$ cat config.mk
export PLATFORM = sky130hd
export DESIGN_NAME = flight_path_vector_angles_flat
export DESIGN_NICKNAME = d
export VERILOG_FILES = /design/src/design/fpva_pkg.sv /design/src/design/fpva_in_if.sv /design/src/design/fpva_out_if.sv /design/src/design/flight_path_vector_angles.sv /design/src/flat_wrapper.sv
export VERILOG_INCLUDE_DIRS = /design/src /design/src/design
export SDC_FILE = /design/constraint.sdc
export NUM_CORES = 2
export LEC_CHECK = 0
export BUFFER_PORTS_ARGS = -buffer_cell sky130_fd_sc_hd__clkbuf_2
export CORE_MARGIN = 2
export CORE_UTILIZATION = 55
export CTS_CLUSTER_SIZE = 30
export DETAILED_ROUTE_END_ITERATION = 8
export PLACE_DENSITY_LB_ADDON = 0.2
export RECOVER_POWER = 100
export SLEW_MARGIN = 20
export SYNTH_ARGS = -nofsm -noshare
export SYNTH_HDL_FRONTEND = slang
export SYNTH_SLANG_ARGS = --single-unit
$ cat constraint.sdc
create_clock -name clk -period 37.7 [get_ports clk]
set_input_delay 1.885 -clock clk [delete_from_list [all_inputs] [get_ports clk]]
set_output_delay 1.885 -clock clk [all_outputs]
set_load 0.02 [all_outputs]
$ cat src/design/flight_path_vector_angles_macros.svh
// Assertion macros for the flight path vector angles block.
`ifndef FLIGHT_PATH_VECTOR_ANGLES_MACROS_SVH
`define FLIGHT_PATH_VECTOR_ANGLES_MACROS_SVH

// cond must hold at every edge out of reset
`define FPVA_ASSERT_ALWAYS(label, cond) \
  label: assert property (@(posedge clk) disable iff (rst) (cond)) \
    else $error("fpva: invariant violated");

// cons must hold in the cycle after ante
`define FPVA_ASSERT_NEXT(label, ante, cons) \
  label: assert property (@(posedge clk) disable iff (rst) (ante) |=> (cons)) \
    else $error("fpva: sequence violated");

`endif

$ cat src/design/fpva_pkg.sv
// Shared widths, limits and the CORDIC arctangent table for the flight path vector angles block.
package fpva_pkg;

  localparam int GS_W        = 18;
  localparam int VS_W        = 17;
  localparam int ANG_W       = 16;
  localparam int DRIFT_W     = 15;
  localparam int PITCH_W     = 14;
  localparam int HDG_W       = 15;
  localparam int XY_W        = 34;
  localparam int Z_W         = 32;
  localparam int RND_SH      = 16;
  localparam int RND_W       = Z_W - RND_SH;
  localparam int ATAN_W      = 28;
  localparam int MAX_STEPS   = 24;
  localparam int PRESCALE_SH = 12;

  localparam logic [GS_W-1:0]          GS_FLOOR    = 18'd26;
  localparam logic signed [VS_W-1:0]   VS_LIMIT    = 17'sd25600;
  localparam logic signed [ANG_W:0]    FULL_TURN   = 17'sd23040;
  localparam logic signed [ANG_W:0]    TWO_TURNS   = 17'sd46080;
  localparam logic signed [ANG_W-1:0]  HALF_TURN_D = 16'sd11520;
  localparam logic signed [ANG_W-1:0]  FULL_TURN_D = 16'sd23040;
  localparam logic signed [RND_W-1:0]  PITCH_LIMIT = 16'sd5760;
  localparam logic signed [Z_W-1:0]    ROUND_HALF  = 32'sd32768;

  // atan(2^-i) in units of 2^-22 degree
  localparam logic [ATAN_W-1:0] ATAN_TAB [MAX_STEPS] = '{
    28'd188743680, 28'd111421900, 28'd58872272, 28'd29884485,
    28'd15000234,  28'd7507429,   28'd3754631,  28'd1877430,
    28'd938729,    28'd469366,    28'd234683,   28'd117342,
    28'd58671,     28'd29335,     28'd14668,    28'd7334,
    28'd3667,      28'd1833,      28'd917,      28'd458,
    28'd229,       28'd115,       28'd57,       28'd29
  };

  typedef struct packed {
    logic [GS_W-1:0]  gs;
    logic [HDG_W-1:0] hdg;
    logic [HDG_W-1:0] trk;
  } fpva_side_t;

endpackage

$ cat src/design/fpva_in_if.sv
// Input channel: one air data sample per beat.
interface fpva_in_if import fpva_pkg::*; ();
  logic                    valid;
  logic                    ready;
  logic [GS_W-1:0]         ground_speed;
  logic signed [VS_W-1:0]  climb_rate;
  logic signed [ANG_W-1:0] heading_true;
  logic signed [ANG_W-1:0] track_true;

  modport source (output valid, ground_speed, climb_rate, heading_true, track_true,
                  input ready);
  modport sink (input valid, ground_speed, climb_rate, heading_true, track_true,
                output ready);
endinterface

$ cat src/design/fpva_out_if.sv
// Output channel: flight path angles, one result per beat.
interface fpva_out_if import fpva_pkg::*; ();
  logic                      valid;
  logic                      ready;
  logic signed [DRIFT_W-1:0] drift_out;
  logic signed [PITCH_W-1:0] path_pitch;
  logic [HDG_W-1:0]          path_heading;
  logic [GS_W-1:0]           speed_used;

  modport source (output valid, drift_out, path_pitch, path_heading, speed_used,
                  input ready);
  modport sink (input valid, drift_out, path_pitch, path_heading, speed_used,
                output ready);
endinterface

$ cat src/design/flight_path_vector_angles.sv
// Flight path vector angles: drift, wrapped track and CORDIC flight path pitch.
//
//   channel   dir   handshake      beat contents
//   sample    in    valid/ready    ground_speed, climb_rate, heading_true, track_true
//   result    out   valid/ready    drift_out, path_pitch, path_heading, speed_used
//
// One beat per cycle sustained unless result stalls; CORDIC_STEPS is capped at 24 and
// the pipeline has an input conditioning stage, one register stage per CORDIC iteration,
// and an output stage that rounds the angle and folds the drift.
// Synchronous active-high reset clears the stage valid bits and holds sample ready low.
// Each stage loads when it is empty or its successor moves, so bubbles
// close up, and a stalled result holds in place each full stage with no empty stage after it.
`include "flight_path_vector_angles_macros.svh"

module flight_path_vector_angles import fpva_pkg::*; #(
  parameter int CORDIC_STEPS = 16
) (
  input logic        clk,
  input logic        rst,
  fpva_in_if.sink    sample,
  fpva_out_if.source result
);

  localparam int STEPS = (CORDIC_STEPS > MAX_STEPS) ? MAX_STEPS : CORDIC_STEPS;

  logic                   vld  [STEPS+1];
  logic signed [XY_W-1:0] x    [STEPS+1];
  logic signed [XY_W-1:0] y    [STEPS+1];
  logic signed [Z_W-1:0]  z    [STEPS+1];
  fpva_side_t             side [STEPS+1];
  logic                   adv  [STEPS+2];

  function automatic logic [HDG_W-1:0] wrap_turn(input logic signed [ANG_W-1:0] a);
    logic signed [ANG_W:0] v;
    logic signed [ANG_W:0] r;
    v = {a[ANG_W-1], a};
    if (v < -FULL_TURN) begin
      r = v + TWO_TURNS;
    end else if (v < 0) begin
      r = v + FULL_TURN;
    end else if (v >= FULL_TURN) begin
      r = v - FULL_TURN;
    end else begin
      r = v;
    end
    return r[HDG_W-1:0];
  endfunction

  // ready chain
  assign adv[STEPS+1] = !result.valid || result.ready;
  for (genvar s = 0; s <= STEPS; s++) begin : g_adv
    assign adv[s] = !vld[s] || adv[s+1];
  end
  assign sample.ready = adv[0] && !rst;

  // input conditioning
  logic [GS_W-1:0]        gs_fl;
  logic signed [VS_W-1:0] vs_cl;

  always_comb begin
    gs_fl = (sample.ground_speed < GS_FLOOR) ? GS_FLOOR : sample.ground_speed;
    if (sample.climb_rate > VS_LIMIT) begin
      vs_cl = VS_LIMIT;
    end else if (sample.climb_rate < -VS_LIMIT) begin
      vs_cl = -VS_LIMIT;
    end else begin
      vs_cl = sample.climb_rate;
    end
  end

  always_ff @(posedge clk) begin
    if (rst) begin
      vld[0] <= 1'b0;
    end else if (adv[0]) begin
      vld[0] <= sample.valid;
    end
  end

  always_ff @(posedge clk) begin
    if (adv[0]) begin
      x[0]        <= signed'({{(XY_W-GS_W-PRESCALE_SH){1'b0}}, gs_fl,
                              {PRESCALE_SH{1'b0}}});
      y[0]        <= {{(XY_W-VS_W-PRESCALE_SH){vs_cl[VS_W-1]}}, vs_cl,
                      {PRESCALE_SH{1'b0}}};
      z[0]        <= '0;
      side[0].gs  <= gs_fl;
      side[0].hdg <= wrap_turn(sample.heading_true);
      side[0].trk <= wrap_turn(sample.track_true);
    end
  end

  // CORDIC vectoring iterations, one per stage
  for (genvar s = 0; s < STEPS; s++) begin : g_step
    logic signed [XY_W-1:0] xs, ys, nx, ny;
    logic signed [Z_W-1:0]  ang, nz;

    always_comb begin
      xs  = x[s] >>> s;
      ys  = y[s] >>> s;
      ang = signed'({{(Z_W-ATAN_W){1'b0}}, ATAN_TAB[s]});
      if (!y[s][XY_W-1]) begin
        nx = x[s] + ys;
        ny = y[s] - xs;
        nz = z[s] + ang;
      end else begin
        nx = x[s] - ys;
        ny = y[s] + xs;
        nz = z[s] - ang;
      end
    end

    always_ff @(posedge clk) begin
      if (rst) begin
        vld[s+1] <= 1'b0;
      end else if (adv[s+1]) begin
        vld[s+1] <= vld[s];
      end
    end

    always_ff @(posedge clk) begin
      if (adv[s+1]) begin
        x[s+1]    <= nx;
        y[s+1]    <= ny;
        z[s+1]    <= nz;
        side[s+1] <= side[s];
      end
    end
  end

  // output stage: round angle, clamp, fold drift
  logic signed [Z_W-1:0]     z_rnd;
  logic signed [RND_W-1:0]   p_rnd;
  logic signed [PITCH_W-1:0] pitch;
  logic signed [ANG_W-1:0]   d_raw;
  logic signed [ANG_W-1:0]   d_fold;

  always_comb begin
    z_rnd = z[STEPS] + ROUND_HALF;
    p_rnd = z_rnd[Z_W-1:RND_SH];
    if (p_rnd > PITCH_LIMIT) begin
      pitch = PITCH_LIMIT[PITCH_W-1:0];
    end else if (p_rnd < -PITCH_LIMIT) begin
      pitch = PITCH_W'(-PITCH_LIMIT);
    end else begin
      pitch = p_rnd[PITCH_W-1:0];
    end
    d_raw = signed'({1'b0, side[STEPS].trk}) - signed'({1'b0, side[STEPS].hdg});
    if (d_raw > HALF_TURN_D) begin
      d_fold = d_raw - FULL_TURN_D;
    end else if (d_raw < -HALF_TURN_D) begin
      d_fold = d_raw + FULL_TURN_D;
    end else begin
      d_fold = d_raw;
    end
  end

  always_ff @(posedge clk) begin
    if (rst) begin
      result.valid <= 1'b0;
    end else if (adv[STEPS+1]) begin
      result.valid <= vld[STEPS];
    end
  end

  always_ff @(posedge clk) begin
    if (adv[STEPS+1]) begin
      result.drift_out    <= d_fold[DRIFT_W-1:0];
      result.path_pitch   <= pitch;
      result.path_heading <= side[STEPS].trk;
      result.speed_used   <= side[STEPS].gs;
    end
  end

  logic pitch_in_range;
  logic spd_hdg_in_range;

  assign pitch_in_range   = (result.path_pitch <= PITCH_LIMIT) &&
                            (result.path_pitch >= -PITCH_LIMIT);
  assign spd_hdg_in_range = (result.speed_used >= GS_FLOOR) &&
                            (result.path_heading < FULL_TURN[HDG_W-1:0]);

  `FPVA_ASSERT_ALWAYS(a_pitch_range, !result.valid || pitch_in_range)
  `FPVA_ASSERT_ALWAYS(a_speed_hdg_range, !result.valid || spd_hdg_in_range)
  `FPVA_ASSERT_NEXT(a_last_stage_held, vld[STEPS] && !adv[STEPS+1], vld[STEPS])

endmodule
$ cat src/flat_wrapper.sv
// flat-port wrapper written by rule: the top's interface ports become plain ports
module flight_path_vector_angles_flat import fpva_pkg::*;
#(
  parameter int CORDIC_STEPS = 16
)
  (clk, rst, sample_valid, sample_ground_speed, sample_climb_rate, sample_heading_true, sample_track_true, sample_ready, result_valid, result_drift_out, result_path_pitch, result_path_heading, result_speed_used, result_ready);
  fpva_in_if sample_i ();
  fpva_out_if result_i ();
  input logic clk;
  input logic rst;
  input wire logic [$bits(sample_i.valid)-1:0] sample_valid;
  input wire logic [$bits(sample_i.ground_speed)-1:0] sample_ground_speed;
  input wire logic [$bits(sample_i.climb_rate)-1:0] sample_climb_rate;
  input wire logic [$bits(sample_i.heading_true)-1:0] sample_heading_true;
  input wire logic [$bits(sample_i.track_true)-1:0] sample_track_true;
  output wire logic [$bits(sample_i.ready)-1:0] sample_ready;
  output wire logic [$bits(result_i.valid)-1:0] result_valid;
  output wire logic [$bits(result_i.drift_out)-1:0] result_drift_out;
  output wire logic [$bits(result_i.path_pitch)-1:0] result_path_pitch;
  output wire logic [$bits(result_i.path_heading)-1:0] result_path_heading;
  output wire logic [$bits(result_i.speed_used)-1:0] result_speed_used;
  input wire logic [$bits(result_i.ready)-1:0] result_ready;
  assign sample_i.valid = sample_valid;
  assign sample_i.ground_speed = sample_ground_speed;
  assign sample_i.climb_rate = sample_climb_rate;
  assign sample_i.heading_true = sample_heading_true;
  assign sample_i.track_true = sample_track_true;
  assign sample_ready = sample_i.ready;
  assign result_valid = result_i.valid;
  assign result_drift_out = result_i.drift_out;
  assign result_path_pitch = result_i.path_pitch;
  assign result_path_heading = result_i.path_heading;
  assign result_speed_used = result_i.speed_used;
  assign result_i.ready = result_ready;
  flight_path_vector_angles #(.CORDIC_STEPS(CORDIC_STEPS)) u_core (.clk(clk), .rst(rst), .sample(sample_i), .result(result_i));
endmodule
==> PnR_summary.wiki <==
{| class="wikitable"
! Metric !! Value
|-
| Status || finished with violations
|-
| Violated checks || max-capacitance violations, max-slew violations
|-
| Remaining max-slew budget at the tightest pin || -177%
|-
| Buffers inserted during post-CTS setup optimization || 0
|-
| Reg-to-reg critical path startpoint || u_core.result.valid
|-
| Wire length of the first global-routing pass || about 520 mm
|-
| Ys flop type || sky130_fd_sc_hd__edfxtp_1
|-
| CTS tree || built
|-
| Maximum clock insertion buffer count || 3
|-
| Endpoint type of the worst setup path || flop
|-
| Routed via count || 97,500
|-
| Kind of cell with the highest combined delay on the critical path || buffers and inverters
|-
| Routing usage on met2 || 44.3%
|-
| Reg-to-reg endpoint || u_core.z[0][218]
|-
| HPWL reported at the end of detailed placement || roughly 250 mm
|-
| Crit path cell chain || clkbuf_2 > nor2b_1 > and3_1 > and2_0 > nand2_1 > nor2_1 > and2_0 > clkinvlp_2 > nor2_1 > clkinvlp_2 > clkbuf_1 > clkbuf_1
|-
| Kind of launch point of the worst setup path || input port
|-
| Top cells by instance count after synthesis || 2,196 x sky130_fd_sc_hd__edfxtp_1, 1,336 x sky130_fd_sc_hd__ha_1, 1,259 x sky130_fd_sc_hd__a21oi_1
|-
| Proportion of register bits with asynchronous set or reset after synthesis || 0%
|-
| DRC violation count after routing || 0
|-
| Leading cell types by total area after synthesis || sky130_fd_sc_hd__edfxtp_1 47%, sky130_fd_sc_hd__ha_1 12%, sky130_fd_sc_hd__xnor2_1 7.0%
|-
| Multi-input combinational cell area || just over 70,000 um^2
|-
| Clock tree root buffer cell || sky130_fd_sc_hd__clkbuf_16
|-
| Clock slew seen by the registers of the worst setup and hold paths || 60 ps
|-
| Synth Warn # || 0
|-
| Cell with the most instances after synthesis || sky130_fd_sc_hd__edfxtp_1
|-
| Post-Syn Area per Cell || ~11 um^2
|-
| Fill cell total of the finished layout || 20,300
|-
| I/O pin cnt || roughly 140
|-
| Number of global-route vias before repair || between 90,000 and 100k
|-
| Number of buffers added by the clock tree synthesis step || about 230
|-
| Routability cong. || 0.937
|-
| Final worst-path cycle share || 31.3%
|-
| Crit Path Class || input port to flop
|-
| Post-synth EDFFs || ~2,200
|-
| Count of mapped cells out of synthesis || approximately 13,000
|-
| Fmax achieved || roughly 85 MHz
|-
| Total nets after synthesis || about 14,000
|-
| Transition time at the pin with the least slew margin || just over 4000 ps
|-
| Number of antenna violations at the first check in global routing || 7
|-
| CP peak stage delay || roughly 2200 ps
|-
| Tightest Hold Check Type || flop to flop
|-
| Die outline height || about 510 um
|-
| Required time worst endpoint || ~38,000 ps
|-
| Netlist cell types || roughly 100
|-
| Number of clock sinks || ~2,200
|-
| First-pass iteration count of the detailed router || 5
|-
| Area of the mapped netlist || ~140,000 um^2
|-
| Sequential share of the synthesized area || between 40 and 50%
|-
| Fraction of layout cells with a size suffix above 1 || 3.94%
|-
| Number of gates given a new drive strength after cts || 0
|-
| Post-Route Skew || just over 80 ps
|-
| Number of levels in the clock H-tree || 4
|-
| Floorplan core area || 252,000 um^2
|-
| Hold wc startpoint || u_core.side[0][218]
|-
| Flip-flop and latch count after synthesis || 2,197
|-
| Total routing usage reported by global routing || between 20% and 30%
|-
| Routed wire length || 325 mm
|-
| FF+latch area || between 60,000 and 70,000 um^2
|-
| Grt met1 use || approximately 30%
|-
| Routed wire length per instance || ~20 um
|-
| Minimum clock period || between 10,000 and 15,000 ps
|-
| Slack of the worst reg-to-reg path || about 27,000 ps
|-
| Largest area contributor in the netlist || sky130_fd_sc_hd__edfxtp_1
|-
| Gr ovfl total || 0
|-
| 1st-iter DRT viols || 6,404
|-
| Number of I/O port buffers || around 130
|-
| Max-capacitance violation count || 55
|-
| Highest-utilization routing layer at the global route stage || met2
|-
| # hold bufs at CTS || 0
|-
| Arrival @ worst endpoint || around 12,000 ps
|-
| Capture endpoint of the worst hold path || u_core.side[0][266]
|-
| Slowest cell on the critical path || sky130_fd_sc_hd__clkinvlp_2
|-
| Reg2Reg Depth || 11
|-
| Met3 Track Usage GR || under 10%
|-
| Max Transition Viols Final || 2,963
|-
| Largest net degree at the start of global routing || ~80
|-
| Setup Total Neg Slack || 0 ps
|-
| Die Outline Area || between 200,000 and 300,000 um^2
|-
| Hold-critical path depth || 0
|-
| Area Overhead vs Synth || 8.86%
|-
| Final setup violation count || 0
|-
| Insertion delay to the later sink of the worst-skew pair || 890 ps
|-
| Net count reported at finish || between 10,000 and 15,000
|-
| RSZ-0062 raised after global routing || no
|-
| Starting density of the core || 55.4%
|-
| CP Buf/Inv Count || 5
|-
| Final count of hold timing violations || 0
|-
| Antenna viol nets, final || 0
|-
| Standard-cell rows || roughly 180
|-
| Die width || just over 500 um
|-
| Critical path peak fanout || slightly below 70
|-
| Top cell type's share of synthesized area || roughly 47%
|-
| DR vias/cell || approximately 5.9
|}
==> worst reg2reg max path: stages, from the launching register on <==
cell                         delay, ps
sky130_fd_sc_hd__dfxtp_1           330
sky130_fd_sc_hd__nor2b_1           260
sky130_fd_sc_hd__and3_1            280
sky130_fd_sc_hd__and2_0            300
sky130_fd_sc_hd__nand2_1           720
sky130_fd_sc_hd__nor2_1            540
sky130_fd_sc_hd__and2_0            360
sky130_fd_sc_hd__clkinvlp_2       2180
sky130_fd_sc_hd__nor2_1           1210
sky130_fd_sc_hd__clkinvlp_2       1240
sky130_fd_sc_hd__clkbuf_1         1280
sky130_fd_sc_hd__clkbuf_1         1530
==> logic make-up (layout without fill, tap and decap cells) <==
logic type / Yosys count / in the layout / share of synthesized area (%)
AO/OA/AOI/OAI: 3477 / 3477 / 15.9
AND/OR/NAND/NOR: 3266 / 3266 / 11.2
flip-flops: 2197 / 2197 / 47.3
XOR/XNOR: 1696 / 1696 / 10.6
adder cells (fa/ha/maj): 1377 / 1377 / 12.6
buffers and inverters: 731 / 1204 / 1.97
multiplexers: 60 / 60 / 0.464
other: 1 / 2 / 0.00269
==> state kept, by name (all words and copies together), names as in the netlist <==
| signal | count |
|---|---|
| u_core.result.path_heading | 15 |
| u_core.y | 450 |
| u_core.z | 430 |
| u_core.result.valid | 1 |
| u_core.result.speed_used | 18 |
| u_core.result.drift_out | 15 |
| u_core.result.path_pitch | 14 |
| u_core.x | 421 |
| u_core.vld | 17 |
| u_core.side | 816 |
==> per-layer routing <==
metal	wire [um]	share of wire [%]
met2	163000	50
met4	15300	4.7
met3	11600	3.6
met5	0	0
met1	135000	42
==> worst max-delay path by stage <==
stage,start,endpoint,slack [ps],depth (start not counted)
after floorplan,result_ready,u_core.vld[5],24500,10
after global placement,result_ready,sample_ready,30860,10
after detailed placement,result_ready,sample_ready,30880,10
after CTS,result_ready,sample_ready,30840,10
after global routing,result_ready,u_core.y[0][216],24570,12
final,result_ready,u_core.z[0][218],25890,12
==> layout make-up <==
cell class                 count  area share (%)
timing repair buffer         193           0.526
clock inverter               180            1.44
multi-input combinational   9877            46.5
sequential                  2197            43.4
clock buffer                 261            3.91
tap                         3348            2.76
antenna                        1         0.00165
inverter                     570            1.41
==> layout by cell type (no fill, tap or decap), types with 29 or more instances in the layout <==
cell                        instances
sky130_fd_sc_hd__inv_1            556
sky130_fd_sc_hd__nand3_1          205
sky130_fd_sc_hd__or4_1             32
sky130_fd_sc_hd__and2_1            57
sky130_fd_sc_hd__or3_1             61
sky130_fd_sc_hd__nand2b_1         198
sky130_fd_sc_hd__nor3b_1           29
sky130_fd_sc_hd__o31ai_1           54
sky130_fd_sc_hd__clkinv_1          46
sky130_fd_sc_hd__nand4_1           52
sky130_fd_sc_hd__clkinv_2          49
sky130_fd_sc_hd__edfxtp_1        2196
sky130_fd_sc_hd__fa_1              41
sky130_fd_sc_hd__a21o_1           554
sky130_fd_sc_hd__o21ai_0          520
sky130_fd_sc_hd__a21oi_1         1262
sky130_fd_sc_hd__bufinv_16         34
sky130_fd_sc_hd__xor2_1           582
sky130_fd_sc_hd__and2_0            35
sky130_fd_sc_hd__a21boi_0          42
sky130_fd_sc_hd__nor2b_1          188
sky130_fd_sc_hd__nor2_1          1189
sky130_fd_sc_hd__xnor2_1         1114
sky130_fd_sc_hd__o21a_1           205
sky130_fd_sc_hd__nand2_1          605
sky130_fd_sc_hd__clkbuf_16        233
sky130_fd_sc_hd__o41ai_1           46
sky130_fd_sc_hd__a31oi_1          153
sky130_fd_sc_hd__ha_1            1336
sky130_fd_sc_hd__clkbuf_1         167
sky130_fd_sc_hd__a211oi_1          75
sky130_fd_sc_hd__nor4_1           103
sky130_fd_sc_hd__o21bai_1         205
sky130_fd_sc_hd__o211ai_1          34
sky130_fd_sc_hd__nor3_1           296
sky130_fd_sc_hd__clkbuf_2          51
sky130_fd_sc_hd__and3_1           102
==> metrics by stage <==
step | hold slack (ps) | util (%) | cell area, um^2 | setup slack (ps) | cells
detailed placement | 405 | 57.3 | 144000 | 30880 | 16200
finish | 408 | 60.3 | 152000 | 25890 | 16600
global route | 414 | 60.3 | 152000 | 24570 | 16600
global placement | 400 | 57.3 | 144000 | 30860 | 16200
floorplan | 400 | - | 140000 | 24500 | 12800
CTS | 410 | 60.5 | 152000 | 30840 | 16600
Power is left out: the tool's default activity adds up to more than one toggle a clock period on the data nets, which glitch-free logic cannot reach.
